**config.mk**
```make
export PLATFORM = sky130hd
export DESIGN_NAME = sample_gap_interpolator_core
export DESIGN_NICKNAME = d
export VERILOG_FILES = /design/src/rtl/sgi_pkg.sv /design/src/rtl/sample_gap_interpolator_core.sv /design/src/rtl/sgi_ctrl.sv /design/src/rtl/sgi_dpath.sv
export VERILOG_INCLUDE_DIRS = /design/src /design/src/rtl
export SDC_FILE = /design/constraint.sdc
export NUM_CORES = 2
export LEC_CHECK = 0
export ABC_AREA = 1
export BUFFER_PORTS_ARGS = -buffer_cell sky130_fd_sc_hd__buf_2
export CORE_ASPECT_RATIO = 1.4
export CORE_MARGIN = 10
export CORE_UTILIZATION = 35
export CTS_CLUSTER_DIAMETER = 60
export DETAILED_ROUTE_END_ITERATION = 6
export SLEW_MARGIN = 30
export SYNTH_ARGS = -nofsm -noshare
export SYNTH_HDL_FRONTEND = slang
export SYNTH_HIERARCHICAL = 1
export SYNTH_SLANG_ARGS = --single-unit
```
**constraint.sdc**
```tcl
create_clock -name i_clk -period 34.5 [get_ports i_clk]
set_input_delay 6.9 -clock i_clk [delete_from_list [all_inputs] [get_ports i_clk]]
set_output_delay 6.9 -clock i_clk [all_outputs]
set_load 0.01 [all_outputs]
```
**src/rtl/sample_gap_interpolator_core_assert.svh**
```systemverilog
// Assertion macros for the gap interpolator core.
// Included by the top level; no other dependency.
`ifndef SAMPLE_GAP_INTERPOLATOR_CORE_ASSERT_SVH
`define SAMPLE_GAP_INTERPOLATOR_CORE_ASSERT_SVH
// implication checked every clock outside reset
`define SGI_ASSERT_IMP(label, clk, rst_n, ante, cons) \
    label: assert property (@(posedge clk) disable iff (!rst_n) (ante) |-> (cons)) \
        else $error("%s failed", "label");
// next-cycle implication
`define SGI_ASSERT_NEXT(label, clk, rst_n, ante, cons) \
    label: assert property (@(posedge clk) disable iff (!rst_n) (ante) |=> (cons)) \
        else $error("%s failed", "label");
`endif

```
**src/rtl/sgi_pkg.sv**
```systemverilog
// Package for the gap interpolator: payload structs, FSM states, control structs.
// No dependencies.
package sgi_pkg;
    localparam int unsigned NCH = 6;

    typedef struct packed {
        logic               present;
        logic signed [31:0] in_x;
        logic signed [31:0] in_y;
        logic signed [31:0] in_z;
        logic signed [31:0] in_pitch;
        logic signed [31:0] in_roll;
        logic signed [31:0] in_yaw;
    } t_in_word;

    typedef struct packed {
        logic [7:0]         slot_index;
        logic signed [31:0] out_x;
        logic signed [31:0] out_y;
        logic signed [31:0] out_z;
        logic signed [31:0] out_pitch;
        logic signed [31:0] out_roll;
        logic signed [31:0] out_yaw;
        logic               interpolated;
        logic               gap_overflow;
        logic               last;
    } t_out_word;

    typedef enum logic [2:0] {
        ST_IDLE,
        ST_MUL,
        ST_DIV,
        ST_NEXT_CH,
        ST_EMIT_FILL,
        ST_EMIT_SAMPLE
    } t_state;

    // controller -> datapath
    typedef struct packed {
        logic load_item;   // capture input word, classify
        logic start_mul;   // form (cur-anchor)*i for current channel
        logic start_div;   // never raised; the divide begins with start_mul
        logic div_step;    // one quotient bit
        logic store_ch;    // write channel result, advance channel
        logic emit_fill;   // load output register with fill word
        logic emit_sample; // load output register with sample, commit anchor
        logic next_i;      // advance fill index
    } t_ctrl;

    // datapath -> controller
    typedef struct packed {
        logic do_fill;     // item is present and has a fillable gap
        logic present;
        logic div_done;
        logic last_ch;
        logic last_i;
        logic out_busy;    // output register holds an untaken word
    } t_stat;
endpackage

```
**src/rtl/sample_gap_interpolator_core.sv**
```systemverilog
// Top level of the sample gap interpolator: controller plus datapath.
// Depends on sgi_pkg, sgi_ctrl, sgi_dpath and the assertion macro header.
//
// Each accepted word is one poll slot. A missing slot gives no result. A
// present slot with no fillable gap gives one result. A present slot after a
// gap of g-1 missing slots (g-1 <= MAX_GAP) gives g results. Each filled
// channel value goes through the single shared divider: a multiply state, a
// 38-step restoring divide at one quotient bit per cycle, and a store state.
// After all six channels, the filled word is loaded into the output register.
// The output register holds a finished word while the datapath keeps working.
// It only waits when the next word is ready before the last one was taken.
// Configuration (buffer_length) is written by i_cfg_we/i_cfg_wdata.
module sample_gap_interpolator_core #(
    parameter int unsigned MAX_GAP   = 32,
    parameter int unsigned MAX_SLOTS = 255
) (
    input  logic               i_clk,
    input  logic               i_rst_n,
    input  logic               i_cfg_we,
    input  logic [7:0]         i_cfg_wdata,
    input  logic               i_in_valid,
    output logic               o_in_ready,
    input  sgi_pkg::t_in_word  i_in_word,
    output logic               o_out_valid,
    input  logic               i_out_ready,
    output sgi_pkg::t_out_word o_out_word
);
    import sgi_pkg::*;

    t_ctrl w_ctrl;
    t_stat w_stat;

    sgi_ctrl u_ctrl (
        .i_clk      (i_clk),
        .i_rst_n    (i_rst_n),
        .i_in_valid (i_in_valid),
        .o_in_ready (o_in_ready),
        .i_stat     (w_stat),
        .o_ctrl     (w_ctrl)
    );

    sgi_dpath #(
        .MAX_GAP   (MAX_GAP),
        .MAX_SLOTS (MAX_SLOTS)
    ) u_dpath (
        .i_clk       (i_clk),
        .i_rst_n     (i_rst_n),
        .i_cfg_we    (i_cfg_we),
        .i_cfg_wdata (i_cfg_wdata),
        .i_in_word   (i_in_word),
        .i_ctrl      (w_ctrl),
        .o_stat      (w_stat),
        .o_out_valid (o_out_valid),
        .i_out_ready (i_out_ready),
        .o_out_word  (o_out_word)
    );

`include "sample_gap_interpolator_core_assert.svh"

    // a filled word never claims to be the last or overflowed one
    `SGI_ASSERT_IMP(a_fill_flags, i_clk, i_rst_n,
        o_out_valid && o_out_word.interpolated,
        !o_out_word.last && !o_out_word.gap_overflow)
    // no new item is taken while results are still being produced
    `SGI_ASSERT_IMP(a_no_accept_busy, i_clk, i_rst_n,
        o_out_valid && !o_out_word.last, !o_in_ready)
    // an accepted item blocks the input for the next cycle
    `SGI_ASSERT_NEXT(a_accept_blocks, i_clk, i_rst_n,
        i_in_valid && o_in_ready, !o_in_ready)
endmodule

```
**src/rtl/sgi_ctrl.sv**
```systemverilog
// Controller FSM for the gap interpolator.
// Depends on sgi_pkg.
module sgi_ctrl (
    input  logic           i_clk,
    input  logic           i_rst_n,
    input  logic           i_in_valid,
    output logic           o_in_ready,
    input  sgi_pkg::t_stat i_stat,
    output sgi_pkg::t_ctrl o_ctrl
);
    import sgi_pkg::*;

    t_state r_state, n_state;

    always_ff @(posedge i_clk) begin
        if (!i_rst_n) begin
            r_state <= ST_IDLE;
        end else begin
            r_state <= n_state;
        end
    end

    always_comb begin
        n_state = r_state;
        case (r_state)
            ST_IDLE: begin
                if (i_in_valid) begin
                    n_state = ST_MUL;
                end
            end
            ST_MUL: begin
                if (!i_stat.present) begin
                    n_state = ST_IDLE;
                end else if (i_stat.do_fill) begin
                    n_state = ST_DIV;
                end else begin
                    n_state = ST_EMIT_SAMPLE;
                end
            end
            ST_DIV: begin
                if (i_stat.div_done) begin
                    n_state = ST_NEXT_CH;
                end
            end
            ST_NEXT_CH: begin
                if (i_stat.last_ch) begin
                    n_state = ST_EMIT_FILL;
                end else begin
                    n_state = ST_MUL;
                end
            end
            ST_EMIT_FILL: begin
                if (!i_stat.out_busy) begin
                    n_state = i_stat.last_i ? ST_EMIT_SAMPLE : ST_MUL;
                end
            end
            ST_EMIT_SAMPLE: begin
                if (!i_stat.out_busy) begin
                    n_state = ST_IDLE;
                end
            end
            default: n_state = ST_IDLE;
        endcase
    end

    always_comb begin
        o_ctrl     = '0;
        o_in_ready = 1'b0;
        case (r_state)
            ST_IDLE: begin
                o_in_ready       = 1'b1;
                o_ctrl.load_item = i_in_valid;
            end
            ST_MUL: begin
                o_ctrl.start_mul = i_stat.do_fill;
            end
            ST_DIV: begin
                o_ctrl.div_step = 1'b1;
            end
            ST_NEXT_CH: begin
                o_ctrl.store_ch = 1'b1;
            end
            ST_EMIT_FILL: begin
                o_ctrl.emit_fill = !i_stat.out_busy;
                o_ctrl.next_i    = !i_stat.out_busy;
            end
            ST_EMIT_SAMPLE: begin
                o_ctrl.emit_sample = !i_stat.out_busy;
            end
            default: ;
        endcase
        o_ctrl.start_div = 1'b0;
    end
endmodule

```
**src/rtl/sgi_dpath.sv**
```systemverilog
// Datapath for the gap interpolator: anchor store, slot tracking,
// one shared multiplier, a restoring divider and the output register.
// Depends on sgi_pkg.
module sgi_dpath #(
    parameter int unsigned MAX_GAP   = 32,
    parameter int unsigned MAX_SLOTS = 255
) (
    input  logic              i_clk,
    input  logic              i_rst_n,
    input  logic              i_cfg_we,
    input  logic [7:0]        i_cfg_wdata,
    input  sgi_pkg::t_in_word i_in_word,
    input  sgi_pkg::t_ctrl    i_ctrl,
    output sgi_pkg::t_stat    o_stat,
    output logic              o_out_valid,
    input  logic              i_out_ready,
    output sgi_pkg::t_out_word o_out_word
);
    import sgi_pkg::*;

    localparam int unsigned QW = 38; // |diff|*i < 2^33 * 2^6

    logic [7:0]         r_buf_len;
    logic               r_anchor_valid;
    logic [7:0]         r_anchor_slot;
    logic [7:0]         r_slot_pos;
    logic signed [31:0] r_anchor [NCH];
    logic signed [31:0] r_cur    [NCH];
    logic signed [31:0] r_fill   [NCH];
    logic               r_present;
    logic               r_do_fill;
    logic               r_ovf;
    logic [7:0]         r_pos;
    logic [7:0]         r_gap;      // g
    logic [7:0]         r_i;
    logic [2:0]         r_ch;
    logic [QW-1:0]      r_rem;      // dividend magnitude, shifted out
    logic [QW-1:0]      r_quo;
    logic [8:0]         r_part;     // partial remainder
    logic               r_neg;
    logic [5:0]         r_cnt;
    logic               r_div_busy;
    logic               r_out_valid;
    t_out_word          r_out;

    logic [7:0]  w_len;
    logic [7:0]  w_gap;
    logic        w_long;
    logic signed [32:0] w_diff;
    logic signed [QW:0] w_prod;
    logic [8:0]  w_trial;
    logic signed [31:0] w_res;

    always_comb begin
        w_len = (r_buf_len > 8'(MAX_SLOTS)) ? 8'(MAX_SLOTS) : r_buf_len;
        if (w_len == 8'd0) w_len = 8'd1;
        w_gap  = r_slot_pos - r_anchor_slot;
        w_long = ({1'b0, w_gap} - 9'd1) > 9'(MAX_GAP);
        w_diff = 33'(r_cur[r_ch]) - 33'(r_anchor[r_ch]);
        w_prod = (QW+1)'(w_diff * $signed({1'b0, r_i}));
        w_trial = {r_part[7:0], r_rem[QW-1]};
        w_res  = r_anchor[r_ch] + (r_neg ? -32'(r_quo) : 32'(r_quo));
    end

    always_ff @(posedge i_clk) begin
        if (!i_rst_n) begin
            r_buf_len      <= 8'd255;
            r_anchor_valid <= 1'b0;
            r_anchor_slot  <= '0;
            r_slot_pos     <= '0;
            r_out_valid    <= 1'b0;
            r_div_busy     <= 1'b0;
        end else begin
            if (i_cfg_we) r_buf_len <= i_cfg_wdata;
            if (o_out_valid && i_out_ready) r_out_valid <= 1'b0;
            if (i_ctrl.load_item) begin
                r_present <= i_in_word.present;
                r_pos     <= r_slot_pos;
                r_gap     <= w_gap;
                r_i       <= 8'd1;
                r_ch      <= '0;
                r_ovf     <= i_in_word.present && r_anchor_valid
                             && (r_slot_pos > r_anchor_slot + 8'd1) && w_long;
                r_do_fill <= i_in_word.present && r_anchor_valid
                             && (r_slot_pos > r_anchor_slot + 8'd1) && !w_long;
                r_cur[0] <= i_in_word.in_x;
                r_cur[1] <= i_in_word.in_y;
                r_cur[2] <= i_in_word.in_z;
                r_cur[3] <= i_in_word.in_pitch;
                r_cur[4] <= i_in_word.in_roll;
                r_cur[5] <= i_in_word.in_yaw;
                if ({1'b0, r_slot_pos} + 9'd1 >= {1'b0, w_len}) begin
                    r_slot_pos <= '0;
                    if (!i_in_word.present) r_anchor_valid <= 1'b0;
                end else begin
                    r_slot_pos <= r_slot_pos + 8'd1;
                end
            end
            if (i_ctrl.start_mul) begin
                r_neg      <= w_prod[QW];
                r_rem      <= w_prod[QW] ? QW'(-w_prod) : w_prod[QW-1:0];
                r_quo      <= '0;
                r_part     <= '0;
                r_cnt      <= '0;
                r_div_busy <= 1'b1;
            end
            if (i_ctrl.div_step && r_div_busy) begin
                r_rem <= {r_rem[QW-2:0], 1'b0};
                if (w_trial >= {1'b0, r_gap}) begin
                    r_part <= w_trial - {1'b0, r_gap};
                    r_quo  <= {r_quo[QW-2:0], 1'b1};
                end else begin
                    r_part <= w_trial;
                    r_quo  <= {r_quo[QW-2:0], 1'b0};
                end
                r_cnt <= r_cnt + 6'd1;
                if (r_cnt == 6'(QW-1)) r_div_busy <= 1'b0;
            end
            if (i_ctrl.store_ch) begin
                r_fill[r_ch] <= w_res;
                r_ch <= (r_ch == 3'(NCH-1)) ? 3'd0 : r_ch + 3'd1;
            end
            if (i_ctrl.emit_fill) begin
                r_out_valid        <= 1'b1;
                r_out.slot_index   <= r_anchor_slot + r_i;
                r_out.out_x        <= r_fill[0];
                r_out.out_y        <= r_fill[1];
                r_out.out_z        <= r_fill[2];
                r_out.out_pitch    <= r_fill[3];
                r_out.out_roll     <= r_fill[4];
                r_out.out_yaw      <= r_fill[5];
                r_out.interpolated <= 1'b1;
                r_out.gap_overflow <= 1'b0;
                r_out.last         <= 1'b0;
            end
            if (i_ctrl.next_i) r_i <= r_i + 8'd1;
            if (i_ctrl.emit_sample) begin
                r_out_valid        <= 1'b1;
                r_out.slot_index   <= r_pos;
                r_out.out_x        <= r_cur[0];
                r_out.out_y        <= r_cur[1];
                r_out.out_z        <= r_cur[2];
                r_out.out_pitch    <= r_cur[3];
                r_out.out_roll     <= r_cur[4];
                r_out.out_yaw      <= r_cur[5];
                r_out.interpolated <= 1'b0;
                r_out.gap_overflow <= r_ovf;
                r_out.last         <= 1'b1;
                for (int c = 0; c < NCH; c++) r_anchor[c] <= r_cur[c];
                r_anchor_slot  <= r_pos;
                // frame wrapped on this slot: anchor dropped
                r_anchor_valid <= (r_slot_pos != 8'd0);
            end
        end
    end

    always_comb begin
        o_stat.do_fill  = r_do_fill;
        o_stat.present  = r_present;
        o_stat.div_done = r_div_busy && (r_cnt == 6'(QW-1));
        o_stat.last_ch  = (r_ch == 3'(NCH-1));
        o_stat.last_i   = (r_i + 8'd1 == r_gap);
        o_stat.out_busy = r_out_valid;
    end

    assign o_out_valid = r_out_valid;
    assign o_out_word  = r_out;
endmodule
```
### Yosys cells after proc, flatten, opt, wreduce, memory -nomap -nowiden

Memories as Yosys holds them, arrays and structs flattened. A register that Yosys moved wholly into a read port is not among the register bits.
Index checks and enable logic that the tools add are counted.

| storage, ports and cells | value |
|---|---|
| bits in registers | 348 |
| bits in writable memories | 576 |
| word-level logic and storage cells | 152 |
| memories | 3 |

Memories:

| memory | depth | width | rd ports | clocked after Yosys merged registers in | write ports | RTL line | source |
|---|---|---|---|---|---|---|---|
| u_dpath.r_anchor | 6 | 32 | 1 | 1 | 6 | sgi_dpath.sv:27 | `logic signed [31:0] r_anchor [NCH];` |
| u_dpath.r_cur | 6 | 32 | 7 | 1 | 6 | sgi_dpath.sv:28 | `logic signed [31:0] r_cur [NCH];` |
| u_dpath.r_fill | 6 | 32 | 6 | 0 | 1 | sgi_dpath.sv:29 | `logic signed [31:0] r_fill [NCH];` |

| cells by class | value |
|---|---|
| add/subtract/negate cells | 14 |
| multipliers | 1 |
| magnitude comparators | 5 |
| equal/unequal tests | 13 |
| multiplexer cells | 59 |
| reductions and logical operators | 27 |

Operators with widths:

| cell | count |
|---|---|
| two-way mux 203 bit | 2 |
| two-way mux 38 bit | 3 |
| two-way mux 32 bit | 3 |
| two-way mux 8 bit | 8 |
| multiplier 33 x 9 -> 39 bit | 1 |
| two-way mux 3 bit | 13 |
| negation 38 bit | 1 |
| subtractor 32 x 32 -> 33 bit | 1 |
| adder 32 bit | 1 |
| negation 32 bit | 1 |
| two-way mux 1 bit | 27 |
| adder 8 x 1 -> 8 bit, second input constant | 3 |
| >= comparator 9 x 8 -> 1 bit | 2 |
| case mux 3 bit (6 select lines) | 1 |
| subtractor 8 bit | 2 |
| two-way mux 6 bit | 2 |
| AND reduction 2 bit | 6 |
| nonzero test 2 bit | 6 |
| adder 8 x 1 -> 9 bit, second input constant | 1 |
| equality test 3 bit, second input constant | 3 |
| > comparator 9 x 6 -> 1 bit, second input constant | 1 |
| subtractor 8 x 1 -> 9 bit, second input constant | 1 |
| adder 8 bit | 1 |
| equality test 8 bit | 1 |
| other kinds (17) | 28 |

### Logic depth before layout (Yosys ltp)

| logic depth | value |
|---|---|
| word-level depth | 8 |
| gate-level depth with buffers | 53 |

### Modules after synthesis

The synthesis kept the hierarchy.

By module, submodules not included:

| module | times used | cells an instance | area each (um^2) | sequential area each (um^2) |
|---|---|---|---|---|
| sgi_dpath | 1 | 5254 | 51381.8 | 27446.3 |
| sgi_ctrl | 1 | 47 | 269.0 | 60.1 |

### Worst setup path after synthesis

No wires, ideal clock.

| timing path | value |
|---|---|
| kind | input to register |
| start | in i_rst_n |
| end | reg u_dpath.r_out (netlist bit u_dpath/o_out_word[0]) (enable) |
| arrival | 15.715 ns |
| path slack | 18.016 ns |
| stages on the path | 3 |
| buffers on the path | 1 |
| cell sequence | clkinv_1 -> clkbuf_1 -> nor2_1 |

| on the way | value |
|---|---|
| longest elaborated chain between the ends | 1 |

Ends and longest elaborated chain:

| what | RTL line | source |
|---|---|---|
| start: declaration | sample_gap_interpolator_core.sv:18 | `input logic i_rst_n,` |
| AND reduction 2 bit (no source line) | - |  |
| end: declaration | sgi_dpath.sv:44 | `t_out_word r_out;` |

No other way between the ends.
A chain may end at the register's enable or synchronous reset.

==> metrics.md <==
| Metric | Value |
|---|---|
| Post-CTS Setup Repair Bufs | 0 |
| Cts bufs inserted | 92 |
| # setup viols final | 0 |
| CP max-delay cell | nand2_2 |
| CP dominant cell by count | nand2_1 |
| Die area | 164000 um2 |
| WL/cell | 19.7 um |
| Antenna violations before repair | 11 |
| Rows | 166 |
| Delay of the slowest critical-path stage | 660 ps |
| Status | finished, final reports clean |
| Number of synthesis warnings | 6 |
| Floorplan core area | 146000 um2 |
| Worst clock skew on the final layout | 32.4 ps |
| Most frequent cells in the layout | nand2_1 (1636), edfxtp_1 (894), inv_1 (680) |
| Worst rel slew slack | 26.6% |
| Crit Path Max Fanout | 77 |
| Fill cells | 14300 |
| Hold_ws | 455 ps |
| Nature of the critical path endpoint | register |
| Hold/Removal Path Class | register to register |
| Syn avg cell area | 9.75 um2 |
| Register Area | 27500 um2 |
| CTS H-tree lvls | 3 |
| Area grow syn2layout | 14.2% |
| Clock Latency Late Sink | 730 ps |
| Deepest clock path buffer count | 3 |
| Non-filler cells, final | 7683 |
| Final hold violations | 0 |
| Final Worst Setup Slack | 23510 ps |
| CP Capture Point | u_dpath/r_rem[7]$_DFFE_PP_ |
| Period minus WS final | 10990 ps |
| Inst Count DP | 7510 |
| Vias per cell | 4.92 |
| Number of I/O port buffers | 410 |
| CP Launch Type | register |
| TritonCTS clock tree | built |
| Syn nets | 5891 |
| Drc violations | 0 |
| Post-route antenna net violation count | 0 |
| Setup TNS | 0 ps |
| Post_cts resized | 0 |
| Gate Count Post-Synth | 5299 |
| Worst slack, placed | 23470 ps |
| Critical path type | register to register |
| I/O pin total | 411 |
| Max Slew Vio Count | 0 |
| Worst Max-Slew Pin Slew | 1100 ps |
| Share of cells above drive strength 1 | 11.7% |
| DRT Wirelength | 152000 um |
| GR Overflow Total | 0 |
| First-pass detailed-route iteration total | 6 |
| Reg2Reg Depth | 41 |
| RSZ-0062 raised after global routing | no |
| First-pass GRT wire length | 228000 um |
| Vias in the first global route | 38200 |
| Worst EP arrival | 11450 ps |
| DRC violation total after the first TritonRoute iteration | 2721 |
| Starting Density | 35.3% |
| Chip height | 474 um |
| Netlist Area Pre-Place | 51600 um2 |
| DR vias | 37800 |
| Footprint of the multi-input gates | 20900 um2 |
| Nets@finish | 6266 |
| Final period util | 31.9% |
| Maximum capacitance violations | 0 |
| Die W | 345 um |
| Worst-path clk slew | 60 ps |
| Worst R2R Setup Slack | 23510 ps |
| Commonest non-fill, non-tap cell in the layout | nand2_1 |
| DP Wirelength | 114000 um |
| Gpl congestion | 0.933 |
| CTS Hold Bufs | 0 |
| Root buf cell | clkbuf_16 |
| Worst R2R End | u_dpath/r_rem[7]$_DFFE_PP_ |
| Largest net degree at the start of global routing | 151 |
| Max Clk Rate | 0.0910 GHz |
| All-Layer GR Usage | 18.2% |
| TritonCTS Sinks | 927 |
| Data required, critical path | 34960 ps |
worst max-delay path, delay by kind of cell, from the launching register on:
| family | cells | cell delay (ps) |
|---|---|---|
| simple gates | 19 | 2760 |
| xor+xnor | 1 | 550 |
| fa+ha+maj | 6 | 2840 |
| buf+inv | 8 | 1840 |
| compound gates | 7 | 2090 |
| flops | 1 | 480 |
sequential cells by signal, summed over array words and instances, names as in the netlist, 32 cells and up, named ones only:
| register | count |
|---|---|
| u_dpath/o_out_word | 203 |
| u_dpath/r_anchor | 192 |
| u_dpath/r_cur | 192 |
| u_dpath/r_fill | 192 |
| u_dpath/r_rem | 38 |
| u_dpath/r_quo | 32 |
how the worst min path moves through the flow:
stage / start / to / slack [ps] / cells past startpoint
finish: u_dpath/r_buf_len[0]$_SDFFE_PN1P_ / u_dpath/r_buf_len[0]$_SDFFE_PN1P_ / 450 / 2
detailed placement: u_dpath/r_buf_len[0]$_SDFFE_PN1P_ / u_dpath/r_buf_len[0]$_SDFFE_PN1P_ / 450 / 2
CTS: u_dpath/r_buf_len[0]$_SDFFE_PN1P_ / u_dpath/r_buf_len[0]$_SDFFE_PN1P_ / 460 / 2
floorplan: u_dpath/r_cur[4][1]$_DFFE_PP_ / u_dpath/r_anchor[4][1]$_DFFE_PP_ / 430 / 0
global placement: u_dpath/r_buf_len[0]$_SDFFE_PN1P_ / u_dpath/r_buf_len[0]$_SDFFE_PN1P_ / 450 / 2
global route: u_dpath/r_buf_len[0]$_SDFFE_PN1P_ / u_dpath/r_buf_len[0]$_SDFFE_PN1P_ / 480 / 2
area by class of cell:
| class | count | area share [%] |
|---|---|---|
| Multi-Input combinational cell | 3501 | 35.4 |
| Inverter | 697 | 4.49 |
| Clock inverter | 61 | 1.13 |
| Clock buffer | 105 | 4.01 |
| Tap cell | 1932 | 4.10 |
| Timing Repair Buffer | 455 | 4.18 |
| Sequential cell | 927 | 46.7 |
| Antenna cell | 5 | 0.0212 |
through the flow:
step,utilization [%],area [um2]
finish,40.3,58900
global route,40.3,58900
CTS,40.2,58900
detailed placement,38.1,55800
global placement,38.1,55800
floorplan,-,51600
routing by layer:
layer | vias up | part of all wire (%) | wire length (um) | track usage (%)
li1 | 18100 | - | - | -
met3 | 200 | 5.7 | 8670 | 2.82
met2 | 995 | 52 | 78600 | 33.1
met5 | - | 0.044 | 66 | 0
met4 | 10 | 3.2 | 4890 | 6.58
met1 | 18400 | 39 | 59500 | 21.3
Power is left out: the tool's default activity adds up to more than one toggle a clock period on the data nets, which glitch-free logic cannot reach.
